$ cat src/dsp_pkg.sv
// shared constants, types and functions of the dsm-cc section parser
`timescale 1ns / 1ps
package dsp_pkg;

   localparam int DEFAULT_MIN_SECTION_BYTES = 12;
   localparam int DEFAULT_MAX_SECTION_BYTES = 4096;

   // wide enough for the saturated count at the largest allowed maximum
   localparam int COUNT_WIDTH   = 13;
   localparam int LENGTH_WIDTH  = 12;
   localparam int HDR_BYTES     = 20;
   localparam int HDR_IDX_WIDTH = $clog2(HDR_BYTES);
   localparam int CRC_LAG_BYTES = 4;
   localparam int STATUS_WIDTH  = 3;
   localparam int QUEUE_DEPTH   = 2;
   localparam int PTR_WIDTH     = (QUEUE_DEPTH > 1) ? $clog2(QUEUE_DEPTH) : 1;
   localparam int FILL_WIDTH    = $clog2(QUEUE_DEPTH + 1);

   localparam logic [31:0] CRC_POLY = 32'h04C1_1DB7;
   localparam logic [31:0] CRC_INIT = 32'hFFFF_FFFF;
   localparam logic [7:0]  CRC_TOP_BYTE_MSB = 8'h80;
   localparam logic [7:0]  DSMCC_TYPE_MSG = 8'h03;
   localparam int          NO_PAYLOAD_BYTES = 12;

   localparam logic [STATUS_WIDTH-1:0] STATUS_OK       = 3'd0;
   localparam logic [STATUS_WIDTH-1:0] STATUS_SIZE     = 3'd1;
   localparam logic [STATUS_WIDTH-1:0] STATUS_LENGTH   = 3'd2;
   localparam logic [STATUS_WIDTH-1:0] STATUS_MSG_TYPE = 3'd3;
   localparam logic [STATUS_WIDTH-1:0] STATUS_CRC      = 3'd4;

   // one finished section handed from the front to the back
   typedef struct packed {
      logic [COUNT_WIDTH-1:0]  size;
      logic [LENGTH_WIDTH-1:0] length;
      logic                    crc_ok;
      logic [HDR_BYTES-1:0][7:0] hdr;
   } section_type;

   typedef struct packed {
      logic [STATUS_WIDTH-1:0] status;
      logic [7:0]  tbl_id;
      logic [15:0] tbl_ext;
      logic [4:0]  ver_num;
      logic        current_next;
      logic [7:0]  sect_num;
      logic [7:0]  last_sect_num;
      logic [7:0]  message_type;
      logic [15:0] message_id;
      logic [31:0] transaction_id;
      logic [7:0]  adaptation_length;
      logic [15:0] message_length;
   } result_type;

   // one byte of mpeg-2 crc-32, msb first
   function automatic logic [31:0] crc_byte(input logic [31:0] crc, input logic [7:0] b);
      logic [31:0] c;
      c = crc ^ {b, 24'h000000};
      for (int i = 0; i < 8; i++) begin
         if (c[31]) begin
            c = {c[30:0], 1'b0} ^ CRC_POLY;
         end else begin
            c = {c[30:0], 1'b0};
         end
      end
      return c;
   endfunction

   // captured header byte, zero where the section ends before the crc tail
   function automatic logic [7:0] hbyte(input logic [HDR_BYTES-1:0][7:0] hdr,
                                        input int idx,
                                        input logic [COUNT_WIDTH-1:0] size);
      logic [7:0] b;
      b = 8'h00;
      if (COUNT_WIDTH'(idx + CRC_LAG_BYTES) < size) begin
         b = hdr[idx[HDR_IDX_WIDTH-1:0]];
      end
      return b;
   endfunction

endpackage

$ cat src/dsp_ifs.sv
// valid/ready channel interfaces for section bytes and parse results
`timescale 1ns / 1ps
interface dsp_req_if;
   logic       valid;
   logic       ready;
   logic [7:0] data_byte;
   logic       last_byte;

   modport source (output valid, output data_byte, output last_byte, input ready);
   modport sink (input valid, input data_byte, input last_byte, output ready);
endinterface

interface dsp_rsp_if;
   logic        valid;
   logic        ready;
   logic [2:0]  status;
   logic [7:0]  tbl_id;
   logic [15:0] tbl_ext;
   logic [4:0]  ver_num;
   logic        current_next;
   logic [7:0]  sect_num;
   logic [7:0]  last_sect_num;
   logic [7:0]  message_type;
   logic [15:0] message_id;
   logic [31:0] transaction_id;
   logic [7:0]  adaptation_length;
   logic [15:0] message_length;

   modport source (output valid, output status, output tbl_id, output tbl_ext,
                   output ver_num, output current_next, output sect_num,
                   output last_sect_num, output message_type, output message_id,
                   output transaction_id, output adaptation_length, output message_length,
                   input ready);
   modport sink (input valid, input status, input tbl_id, input tbl_ext,
                 input ver_num, input current_next, input sect_num,
                 input last_sect_num, input message_type, input message_id,
                 input transaction_id, input adaptation_length, input message_length,
                 output ready);
endinterface

$ cat src/dsp_front.sv
// byte front end: count, crc, tail window and header capture per section
`timescale 1ns / 1ps
module dsp_front import dsp_pkg::*; #(
   parameter int MAX_SECTION_BYTES = DEFAULT_MAX_SECTION_BYTES
) (
   input  logic        clock,
   input  logic        reset,
   dsp_req_if.sink     req_chan,
   output logic        push_valid,
   input  logic        push_ready,
   output section_type push_data
);

   localparam logic [COUNT_WIDTH-1:0] COUNT_LIMIT = COUNT_WIDTH'(MAX_SECTION_BYTES + 1);

   logic [COUNT_WIDTH-1:0]    count_ff, count_in;
   logic [31:0]               crc_ff, crc_in;
   logic [31:0]               tail_ff, tail_in;
   logic [LENGTH_WIDTH-1:0]   length_ff, length_in;
   logic [HDR_BYTES-1:0][7:0] hdr_ff, hdr_in;
   logic                      accept;

   assign req_chan.ready = push_ready;
   assign accept = req_chan.valid && push_ready;

   always_comb begin
      hdr_in = hdr_ff;
      if (count_ff < COUNT_WIDTH'(HDR_BYTES)) begin
         hdr_in[count_ff[HDR_IDX_WIDTH-1:0]] = req_chan.data_byte;
      end
      length_in = length_ff;
      if (count_ff == COUNT_WIDTH'(2)) begin
         length_in = {hdr_ff[1][3:0], req_chan.data_byte};
      end
      // the crc runs four bytes behind, fed from the top of the tail window
      crc_in = crc_ff;
      if (count_ff >= COUNT_WIDTH'(CRC_LAG_BYTES)) begin
         crc_in = crc_byte(crc_ff, tail_ff[31:24]);
      end
      tail_in = {tail_ff[23:0], req_chan.data_byte};
      count_in = count_ff;
      if (count_ff < COUNT_LIMIT) begin
         count_in = count_ff + COUNT_WIDTH'(1);
      end
   end

   always_ff @(posedge clock) begin
      if (reset || (accept && req_chan.last_byte)) begin
         count_ff  <= '0;
         crc_ff    <= CRC_INIT;
         tail_ff   <= '0;
         length_ff <= '0;
      end else if (accept) begin
         count_ff  <= count_in;
         crc_ff    <= crc_in;
         tail_ff   <= tail_in;
         length_ff <= length_in;
      end
   end

   // every byte a section reports was written during that section
   always_ff @(posedge clock) begin
      if (accept) begin
         hdr_ff <= hdr_in;
      end
   end

   assign push_valid       = accept && req_chan.last_byte;
   assign push_data.size   = count_in;
   assign push_data.length = length_in;
   assign push_data.crc_ok = (crc_in == tail_in);
   assign push_data.hdr    = hdr_in;

endmodule

$ cat src/dsp_queue.sv
// short queue of finished sections between front and back
`timescale 1ns / 1ps
module dsp_queue import dsp_pkg::*; (
   input  logic        clock,
   input  logic        reset,
   input  logic        in_valid,
   output logic        in_ready,
   input  section_type in_data,
   output logic        out_valid,
   input  logic        out_ready,
   output section_type out_data
);

   section_type            entries_ff [QUEUE_DEPTH];
   logic [PTR_WIDTH-1:0]   wr_ptr_ff, rd_ptr_ff;
   logic [FILL_WIDTH-1:0]  fill_ff;
   logic                   push, pop;

   assign in_ready  = (fill_ff != FILL_WIDTH'(QUEUE_DEPTH));
   assign out_valid = (fill_ff != '0);
   assign out_data  = entries_ff[rd_ptr_ff];
   assign push      = in_valid && in_ready;
   assign pop       = out_valid && out_ready;

   function automatic logic [PTR_WIDTH-1:0] next_ptr(input logic [PTR_WIDTH-1:0] p);
      logic [PTR_WIDTH-1:0] n;
      n = p + PTR_WIDTH'(1);
      if (p == PTR_WIDTH'(QUEUE_DEPTH - 1)) begin
         n = '0;
      end
      return n;
   endfunction

   always_ff @(posedge clock) begin
      if (reset) begin
         wr_ptr_ff <= '0;
         rd_ptr_ff <= '0;
         fill_ff   <= '0;
      end else begin
         if (push) begin
            wr_ptr_ff <= next_ptr(wr_ptr_ff);
         end
         if (pop) begin
            rd_ptr_ff <= next_ptr(rd_ptr_ff);
         end
         if (push && !pop) begin
            fill_ff <= fill_ff + FILL_WIDTH'(1);
         end else if (pop && !push) begin
            fill_ff <= fill_ff - FILL_WIDTH'(1);
         end
      end
   end

   always_ff @(posedge clock) begin
      if (push) begin
         entries_ff[wr_ptr_ff] <= in_data;
      end
   end

`ifndef NO_ASSERTIONS
   a_fill_bound: assert property (@(posedge clock) disable iff (reset)
      fill_ff <= FILL_WIDTH'(QUEUE_DEPTH))
      else $error("queue fill beyond depth");
   a_fill_up: assert property (@(posedge clock) disable iff (reset)
      (push && !pop) |=> (fill_ff == $past(fill_ff) + FILL_WIDTH'(1)))
      else $error("queue fill did not rise on push");
   a_fill_down: assert property (@(posedge clock) disable iff (reset)
      (pop && !push) |=> (fill_ff == $past(fill_ff) - FILL_WIDTH'(1)))
      else $error("queue fill did not fall on pop");
`endif

endmodule

$ cat src/dsp_back.sv
// back end: status decision, field masking and the result register
`timescale 1ns / 1ps
module dsp_back import dsp_pkg::*; #(
   parameter int MIN_SECTION_BYTES = DEFAULT_MIN_SECTION_BYTES,
   parameter int MAX_SECTION_BYTES = DEFAULT_MAX_SECTION_BYTES
) (
   input  logic        clock,
   input  logic        reset,
   input  logic        pop_valid,
   output logic        pop_ready,
   input  section_type pop_data,
   dsp_rsp_if.source   rsp_chan
);

   localparam logic [COUNT_WIDTH-1:0] SIZE_LOW  = COUNT_WIDTH'(MIN_SECTION_BYTES);
   localparam logic [COUNT_WIDTH-1:0] SIZE_HIGH = COUNT_WIDTH'(MAX_SECTION_BYTES);

   result_type             res_in, res_ff;
   logic                   valid_ff;
   logic                   load;
   logic [COUNT_WIDTH-1:0] size;
   logic [COUNT_WIDTH-1:0] length_total;
   logic [7:0]             ver_byte;

   assign size = pop_data.size;
   assign length_total = COUNT_WIDTH'(pop_data.length) + COUNT_WIDTH'(3);
   assign ver_byte = hbyte(pop_data.hdr, 5, size);

   always_comb begin
      res_in = '0;
      if (size < SIZE_LOW || size > SIZE_HIGH) begin
         res_in.status = STATUS_SIZE;
      end else begin
         res_in.tbl_id = hbyte(pop_data.hdr, 0, size);
         if (length_total != size) begin
            res_in.status = STATUS_LENGTH;
         end else begin
            res_in.status = STATUS_OK;
            res_in.tbl_ext = {hbyte(pop_data.hdr, 3, size),
                              hbyte(pop_data.hdr, 4, size)};
            res_in.ver_num       = ver_byte[5:1];
            res_in.current_next  = ver_byte[0];
            res_in.sect_num      = hbyte(pop_data.hdr, 6, size);
            res_in.last_sect_num = hbyte(pop_data.hdr, 7, size);
            // a section of header and crc only carries no message
            if (size > COUNT_WIDTH'(NO_PAYLOAD_BYTES)) begin
               res_in.message_type = hbyte(pop_data.hdr, 9, size);
               if (res_in.message_type == DSMCC_TYPE_MSG) begin
                  res_in.message_id = {hbyte(pop_data.hdr, 10, size),
                                       hbyte(pop_data.hdr, 11, size)};
                  res_in.transaction_id = {hbyte(pop_data.hdr, 12, size),
                                           hbyte(pop_data.hdr, 13, size),
                                           hbyte(pop_data.hdr, 14, size),
                                           hbyte(pop_data.hdr, 15, size)};
                  res_in.adaptation_length = hbyte(pop_data.hdr, 17, size);
                  res_in.message_length = {hbyte(pop_data.hdr, 18, size),
                                           hbyte(pop_data.hdr, 19, size)};
               end else begin
                  res_in.status = STATUS_MSG_TYPE;
               end
            end
         end
         // crc failure wins over length and type errors
         if (!pop_data.crc_ok) begin
            res_in.status = STATUS_CRC;
         end
      end
   end

   assign pop_ready = !valid_ff || rsp_chan.ready;
   assign load = pop_valid && pop_ready;

   always_ff @(posedge clock) begin
      if (reset) begin
         valid_ff <= 1'b0;
      end else if (pop_ready) begin
         valid_ff <= pop_valid;
      end
   end

   always_ff @(posedge clock) begin
      if (load) begin
         res_ff <= res_in;
      end
   end

   assign rsp_chan.valid             = valid_ff;
   assign rsp_chan.status            = res_ff.status;
   assign rsp_chan.tbl_id            = res_ff.tbl_id;
   assign rsp_chan.tbl_ext           = res_ff.tbl_ext;
   assign rsp_chan.ver_num           = res_ff.ver_num;
   assign rsp_chan.current_next      = res_ff.current_next;
   assign rsp_chan.sect_num          = res_ff.sect_num;
   assign rsp_chan.last_sect_num     = res_ff.last_sect_num;
   assign rsp_chan.message_type      = res_ff.message_type;
   assign rsp_chan.message_id        = res_ff.message_id;
   assign rsp_chan.transaction_id    = res_ff.transaction_id;
   assign rsp_chan.adaptation_length = res_ff.adaptation_length;
   assign rsp_chan.message_length    = res_ff.message_length;

endmodule

$ cat src/dsmcc_section_parser.sv
// top level of the dsm-cc section parser with crc-32 check
//
//   channel    dir   handshake     carries
//   req_chan   in    valid/ready   data_byte, last_byte
//   rsp_chan   out   valid/ready   status and the section and message header fields
//
// one byte is taken every cycle unless the section queue is full; the crc advances one byte per byte taken
// after the final byte is taken, a result becomes valid once the section has passed through the
// two-entry section queue and then the result register, so bytes keep flowing
// req_chan stalls whenever both queue entries are full
// synchronous reset clears the byte count, crc, tail window, queue and result valid
`timescale 1ns / 1ps
module dsmcc_section_parser import dsp_pkg::*; #(
   parameter int MIN_SECTION_BYTES = DEFAULT_MIN_SECTION_BYTES,
   parameter int MAX_SECTION_BYTES = DEFAULT_MAX_SECTION_BYTES
) (
   input  logic      clock,
   input  logic      reset,
   dsp_req_if.sink   req_chan,
   dsp_rsp_if.source rsp_chan
);

   logic        push_valid, push_ready;
   section_type push_data;
   logic        pop_valid, pop_ready;
   section_type pop_data;

   dsp_front #(
      .MAX_SECTION_BYTES(MAX_SECTION_BYTES)
   ) u_front (
      .clock      (clock),
      .reset      (reset),
      .req_chan   (req_chan),
      .push_valid (push_valid),
      .push_ready (push_ready),
      .push_data  (push_data)
   );

   dsp_queue u_queue (
      .clock     (clock),
      .reset     (reset),
      .in_valid  (push_valid),
      .in_ready  (push_ready),
      .in_data   (push_data),
      .out_valid (pop_valid),
      .out_ready (pop_ready),
      .out_data  (pop_data)
   );

   dsp_back #(
      .MIN_SECTION_BYTES(MIN_SECTION_BYTES),
      .MAX_SECTION_BYTES(MAX_SECTION_BYTES)
   ) u_back (
      .clock     (clock),
      .reset     (reset),
      .pop_valid (pop_valid),
      .pop_ready (pop_ready),
      .pop_data  (pop_data),
      .rsp_chan  (rsp_chan)
   );

endmodule
$ cat src/flat_wrapper.sv
// flat-port wrapper written by rule: the top's interface ports become plain ports
module dsmcc_section_parser_flat import dsp_pkg::*;
#(
   parameter int MIN_SECTION_BYTES = DEFAULT_MIN_SECTION_BYTES,
   parameter int MAX_SECTION_BYTES = DEFAULT_MAX_SECTION_BYTES
)
  (clock, reset, req_chan_valid, req_chan_data_byte, req_chan_last_byte, req_chan_ready, rsp_chan_valid, rsp_chan_status, rsp_chan_tbl_id, rsp_chan_tbl_ext, rsp_chan_ver_num, rsp_chan_current_next, rsp_chan_sect_num, rsp_chan_last_sect_num, rsp_chan_message_type, rsp_chan_message_id, rsp_chan_transaction_id, rsp_chan_adaptation_length, rsp_chan_message_length, rsp_chan_ready);
  dsp_req_if req_chan_i ();
  dsp_rsp_if rsp_chan_i ();
  input  logic clock;
  input  logic reset;
  input wire logic [$bits(req_chan_i.valid)-1:0] req_chan_valid;
  input wire logic [$bits(req_chan_i.data_byte)-1:0] req_chan_data_byte;
  input wire logic [$bits(req_chan_i.last_byte)-1:0] req_chan_last_byte;
  output wire logic [$bits(req_chan_i.ready)-1:0] req_chan_ready;
  output wire logic [$bits(rsp_chan_i.valid)-1:0] rsp_chan_valid;
  output wire logic [$bits(rsp_chan_i.status)-1:0] rsp_chan_status;
  output wire logic [$bits(rsp_chan_i.tbl_id)-1:0] rsp_chan_tbl_id;
  output wire logic [$bits(rsp_chan_i.tbl_ext)-1:0] rsp_chan_tbl_ext;
  output wire logic [$bits(rsp_chan_i.ver_num)-1:0] rsp_chan_ver_num;
  output wire logic [$bits(rsp_chan_i.current_next)-1:0] rsp_chan_current_next;
  output wire logic [$bits(rsp_chan_i.sect_num)-1:0] rsp_chan_sect_num;
  output wire logic [$bits(rsp_chan_i.last_sect_num)-1:0] rsp_chan_last_sect_num;
  output wire logic [$bits(rsp_chan_i.message_type)-1:0] rsp_chan_message_type;
  output wire logic [$bits(rsp_chan_i.message_id)-1:0] rsp_chan_message_id;
  output wire logic [$bits(rsp_chan_i.transaction_id)-1:0] rsp_chan_transaction_id;
  output wire logic [$bits(rsp_chan_i.adaptation_length)-1:0] rsp_chan_adaptation_length;
  output wire logic [$bits(rsp_chan_i.message_length)-1:0] rsp_chan_message_length;
  input wire logic [$bits(rsp_chan_i.ready)-1:0] rsp_chan_ready;
  assign req_chan_i.valid = req_chan_valid;
  assign req_chan_i.data_byte = req_chan_data_byte;
  assign req_chan_i.last_byte = req_chan_last_byte;
  assign req_chan_ready = req_chan_i.ready;
  assign rsp_chan_valid = rsp_chan_i.valid;
  assign rsp_chan_status = rsp_chan_i.status;
  assign rsp_chan_tbl_id = rsp_chan_i.tbl_id;
  assign rsp_chan_tbl_ext = rsp_chan_i.tbl_ext;
  assign rsp_chan_ver_num = rsp_chan_i.ver_num;
  assign rsp_chan_current_next = rsp_chan_i.current_next;
  assign rsp_chan_sect_num = rsp_chan_i.sect_num;
  assign rsp_chan_last_sect_num = rsp_chan_i.last_sect_num;
  assign rsp_chan_message_type = rsp_chan_i.message_type;
  assign rsp_chan_message_id = rsp_chan_i.message_id;
  assign rsp_chan_transaction_id = rsp_chan_i.transaction_id;
  assign rsp_chan_adaptation_length = rsp_chan_i.adaptation_length;
  assign rsp_chan_message_length = rsp_chan_i.message_length;
  assign rsp_chan_i.ready = rsp_chan_ready;
  dsmcc_section_parser #(.MIN_SECTION_BYTES(MIN_SECTION_BYTES), .MAX_SECTION_BYTES(MAX_SECTION_BYTES)) u_core (.clock(clock), .reset(reset), .req_chan(req_chan_i), .rsp_chan(rsp_chan_i));
endmodule
$ cat config.mk
export PLATFORM = sky130hd
export DESIGN_NAME = dsmcc_section_parser_flat
export DESIGN_NICKNAME = d
export VERILOG_FILES = /design/src/dsp_pkg.sv /design/src/dsp_ifs.sv /design/src/dsp_front.sv /design/src/dsp_queue.sv /design/src/dsp_back.sv /design/src/dsmcc_section_parser.sv /design/src/flat_wrapper.sv
export SDC_FILE = /design/constraint.sdc
export NUM_CORES = 1
export LEC_CHECK = 0
export BUFFER_PORTS_ARGS = -buffer_cell sky130_fd_sc_hd__buf_2
export CAP_MARGIN = 0
export CORE_MARGIN = 3
export CORE_UTILIZATION = 50
export CTS_CLUSTER_SIZE = 20
export DETAILED_ROUTE_END_ITERATION = 12
export GPL_TIMING_DRIVEN = 0
export PLACE_DENSITY = 0.78
export REMOVE_ABC_BUFFERS = 1
export SLEW_MARGIN = 20
export SYNTH_ARGS = -nofsm -noshare
export SYNTH_HDL_FRONTEND = slang
export SYNTH_SLANG_ARGS = --single-unit
$ cat constraint.sdc
create_clock -name clock -period 11.1 [get_ports clock]
set_clock_uncertainty 0.15 [all_clocks]
set_input_delay 3.33 -clock clock [delete_from_list [all_inputs] [get_ports clock]]
set_output_delay 3.33 -clock clock [all_outputs]
set_load 0.01 [all_outputs]
# [Word-level counts from Yosys, hierarchy flattened]
# Memory sizes are Yosys's and may differ from the RTL's. A register that Yosys moved wholly into a read port is not among the register bits.
# Index checks and enable logic that the tools add are counted.
[word_totals] mem_bits_rw=372 reg_bits=383 mem_count=1 output_inout_bits=131 wordCells=180 input_bits=13
[mem_list] name="u_core.u_queue.entries_ff" depth=2 width=186 read_ports=1 rd_ports_with_merged_regs=1 write_ports=1 line_no="dsp_queue.sv:14" source="section_type entries_ff [QUEUE_DEPTH];"
[classes] bitwise=27 reduce_logical=32 n_lt_le_gt_ge=24 n_mux=38 eq_ne=5 n_addsub=6
[op_table] cell="$mux 32" count=8
[op_table] cell="$mux 27" count=8
[op_table] cell="$bwmux 160" count=1
[op_table] cell="$mux 160" count=1
[op_table] cell="$not 14->14" count=8
[op_table] cell="$lt 4x13->1 const A" count=7
[op_table] cell="$lt 5x13->1 const A" count=7
[op_table] cell="$reduce_or 5->1" count=9
[op_table] cell="$demux 8 s5" count=1
[op_table] cell="$mux 8" count=5
[op_table] cell="$eq 32x32->1" count=1
[op_table] cell="$xor 32x32->32" count=1
[op_table] cell="$lt 3x13->1 const A" count=2
[op_table] cell="$not 1->1" count=18
[op_table] cell="$reduce_or 3->1" count=6
[op_table] cell="$add 12x2->13 const B" count=1
[op_table] cell="$add 13x1->13 const B" count=1
[op_table] cell="$eq 13x2->1 const B" count=1
[op_table] cell="$ge 13x3->1 const B" count=1
[op_table] cell="$gt 13x13->1 const B" count=1
[op_table] cell="$gt 13x4->1 const B" count=1
[op_table] cell="$lt 13x13->1 const B" count=1
[op_table] cell="$lt 13x4->1 const B" count=1
[op_table] cell="$lt 13x5->1 const B" count=1
[op_table] cell="18 further kinds" count=40

# [Depth between registers and ports, before layout]
[depth] ltp_word=26 depth_mapped=18 ltp_nobuf=9

# [Hierarchy]
# Synthesis repeated with hierarchy kept, for this count alone.
[hier_totals] cells_unflattened=2107 area_unflattened_um2=32693.9
[modules_own_cells] mod="dsp_queue" n_inst=1 cells_each=603 seq_area_each_um2=11270.8 area_per_inst_um2=14224.9
[modules_own_cells] mod="dsp_front" n_inst=1 cells_each=1041 seq_area_each_um2=6586.3 area_per_inst_um2=12293.0
[modules_own_cells] mod="dsp_back" n_inst=1 cells_each=463 seq_area_each_um2=3893.7 area_per_inst_um2=6175.9

# [Least setup slack after synthesis]
# No wires, ideal clock.
[synth_path] path_kind="input port to flip-flop" from="in req_chan_valid" to="mem u_core.u_queue.entries_ff[0][0] in the netlist's numbering, enable pin" setup_slack_ns=0.326 setup_time_ns=0.666 path_buffers=0 arrival_time_ns=9.959 cell_stages=4 path_cell_list="nand2_1 > inv_1 > nand2_1 > nor2_1"
[synth_via] elab_chain_cells=5
[synth_lines] item="from (decl)" line_no="flat_wrapper.sv:12" source="input wire logic [$bits(req_chan_i.valid)-1:0] req_chan_valid;"
[synth_lines] item="$logic_and 1x1->1" line_no="dsp_front.sv:24" source="assign accept = req_chan.valid && push_ready;"
[synth_lines] item="$logic_and 1x1->1" line_no="dsp_front.sv:68" source="assign push_valid = accept && req_chan.last_byte;"
[synth_lines] item="$logic_and 1x1->1" line_no="dsp_queue.sv:22" source="assign push = in_valid && in_ready;"
[synth_lines] item="$mux 1" line_no="dsp_queue.sv:55" source="if (push) begin"
[synth_lines] item="$mux 1 (not written as such)" line_no="dsp_queue.sv:56" source="entries_ff[wr_ptr_ff] <= in_data;"
[synth_lines] item="to (decl)" line_no="dsp_queue.sv:14"
# Every way passes these cells.

# [Worst setup path after layout]
[layout_path] from="in req_chan_valid" to="mem u_core.u_queue.entries_ff[0][174] in the netlist's numbering, enable pin"
# The elaborated chain is that of the path after synthesis.

==> metrics.yaml <==
grtUsageMet1_pct: 26.9
die_y_um: 240
htreeDepth: 3
die_x_um: 240
ant_nets: 0
cpMaxStageDelayCell: "nor2_4"
grt_overflow: 0
top_usage_layer: "met2"
power.density_nw_per_um2: 219
ctsLongestPathBuffers: 3
numCtsBuffers: 67
ir_worst_vdd_v: 0.000284
post_cts_buffers: 0
cpPeakStageDelay_ns: 0.42
drc: 0
port_buffers: 143
async_flop_share_pct: 0
end_kind: "register"
yosysTopAreaCell: "edfxtp_1"
reg2reg_depth: 9
gp_congestion: 0.882
grtUsageTotal_pct: 20.4
num-nets-final: 1993
insertion_delay_ns: 0.60
clock_sinks: 658
layout.cells.non_filler: 2723
use_met2_pct: 34.5
synth_edf_count: 563
hold_depth: 2
routedWlPerCell_um: 21.5
ys_seq_elements: 658
startpoint_type: "input pin"
timing.slew.headroom_pct: 22.9
grt_pass1_wl_mm: 90.0
path_cells: "buf_2, nand2_2, buf_16, inv_8, buf_16, nand2_1, nor2_4, buf_12, buf_12, buf_12"
fillers: 4056
pin_count: 144
grt_use_met3_pct: 3.60
place_inst: 2601
grt_max_degree: 79
cp.depth: 10
path_class: "input pin to register"
leakage_nw: 11.1
rows: 85
core_um2: 54000
die-area_um2: 57700
fmax_mhz: 166
cap_violations: 0
status: "complete, no violations"
finalWorstSetupSlack_ns: 5.09
cp_max_fo: 71
yosys_warnings: 0
vias_per_cell: 5.71
postRouteWirelength_mm: 58.6
crit_required_ns: 11.25
rsz0062_at_grt: "no"
path_clk_slew_ns: 0.06
dp_hpwl_mm: 36.2
synthesis.area_um2: 27400
dp_slack_ns: 4.43
layout_common_cells: "edfxtp_1 (563), nand2_1 (160), mux2_2 (147)"
vias: 15600
drt_first_pass_iters: 6
period_needed_ns: 6.01
ys_seq_area_share_pct: 68.6
path_delay_family: "buffers and inverters"
drive_above_1_share_pct: 21.9
worstHoldPathType: "register to register"
worstPathArrival_ns: 6.15
antenna_found_initial: 1
crit_path_frequent_cell: "buf_12"
hold-worst-slack_ns: 0.305
hold_buffers: 0
finalHoldViolCount: 0
tightest_slew_ns: 1.13
drt_iter0_drc: 1281
initial_core_util_pct: 50.7
synth.avg_cell_area_um2: 14.9
ys_types: 64
fin_crit_sh_pct: 54.1
grt_pass1_vias: 15700
critPathBufInv: 7
finalMaxSlewViolations: 0
antennaDiodeCount: 0
setup_viol: 0
synthCells: 1838
synth_area_leaders: "edfxtp_1 (62%), dfxtp_1 (6.9%), mux2_2 (6.0%)"
tritoncts: "built"
cts_resized: 0
ys.flop_type: "edfxtp_1"
area_growth_pct: 14.9
layout_commonest_cell: "edfxtp_1"
cts_root_buf: "clkbuf_16"
yosysTopAreaCellShare_pct: 61.7
[synthesized netlist by cell type (6+ instances only)]
library cell / count
and3_1: 8
buf_1: 13
nand2b_1: 11
a21oi_1: 64
xnor2_1: 78
xor2_1: 42
edfxtp_1: 563
xnor3_1: 27
o21ai_0: 17
nor2_1: 100
inv_1: 20
nand2_1: 163
nor3_1: 56
xnor2_2: 6
dfxtp_1: 95
mux2i_1: 144
clkbuf_1: 77
buf_2: 10
nor4_1: 42
ha_1: 6
o211ai_1: 28
nor3b_1: 6
mux2_2: 147
nand3_1: 30
[cells by family after synthesis]
group,Yosys count,synth area share (%)
simple gates,449,7.74
compound gates,155,3.58
buf+inv,122,1.75
fa+ha+maj,6,0.274
xor+xnor,155,6.61
flops,658,68.6
mux,293,11.4
[power by group]
group	leakage, nW	switching (mW)	internal, mW
Clock	1.09	0.931	1.32
Combinational	3.89	0.731	0.467
Sequential	6.10	0.152	3.28
[worst min-delay path, cell delays in order, from the launching register on]
cell,delay (ns)
dfxtp_1,0.31
nand2_1,0.05
a21oi_1,0.05
[flip-flops by register name, summed over array words and instances, names as in the netlist, 12 cells and up, named ones only]
signal	count
u_core.u_front.tail_ff	32
u_core.u_back.rsp_chan.message_length	16
u_core.u_front.crc_ff	32
u_core.u_front.length_ff	12
u_core.u_queue.entries_ff	304
u_core.u_back.rsp_chan.message_id	16
u_core.u_front.count_ff	13
u_core.u_back.rsp_chan.transaction_id	32
u_core.u_back.rsp_chan.tbl_ext	16
u_core.u_front.hdr_ff	126
[layer usage]
metal | up-vias | part of all wire [%]
met3 | 97 | 5.3
met5 | - | 0
li1 | 7148 | -
met1 | 7855 | 42
met2 | 454 | 50
met4 | 0 | 2.5
[path summary, 6_finish.rpt]
check / to / slack [ns] / start
max reg2reg: u_core.u_back.rsp_chan.message_length[1] / 5.98 / register
min: u_core.u_front.length_ff[9] / 0.30 / u_core.u_front.length_ff[9]
max: u_core.u_queue.entries_ff[0][174] / 5.09 / req_chan_valid
min reg2reg: u_core.u_front.length_ff[9] / 0.30 / u_core.u_front.length_ff[9]
[cell type report]
class,count,area [um^2],share of cell area (%)
flip-flops and latches,658,18800,59.7
inverters,20,87.6,0.278
repair buffers,169,1330,4.22
clock inverters,34,353,1.12
clock buffers,88,1850,5.87
well taps,696,871,2.77
multi-input cells,1058,8190,26.0
[per-stage QoR]
step                      util (%)  power, mW   TNS, ns  area [um^2]
after floorplan                  -       4.29   -746.82        27000
after global placement        52.9       4.78  -3723.03        28600
after detailed placement      54.2       4.69         0        29300
after CTS                     58.3       6.94         0        31500
after global routing          58.3       7.16         0        31500
final                         58.3       6.88         0        31500
No activity file was read; power rests on OpenSTA's default activity.
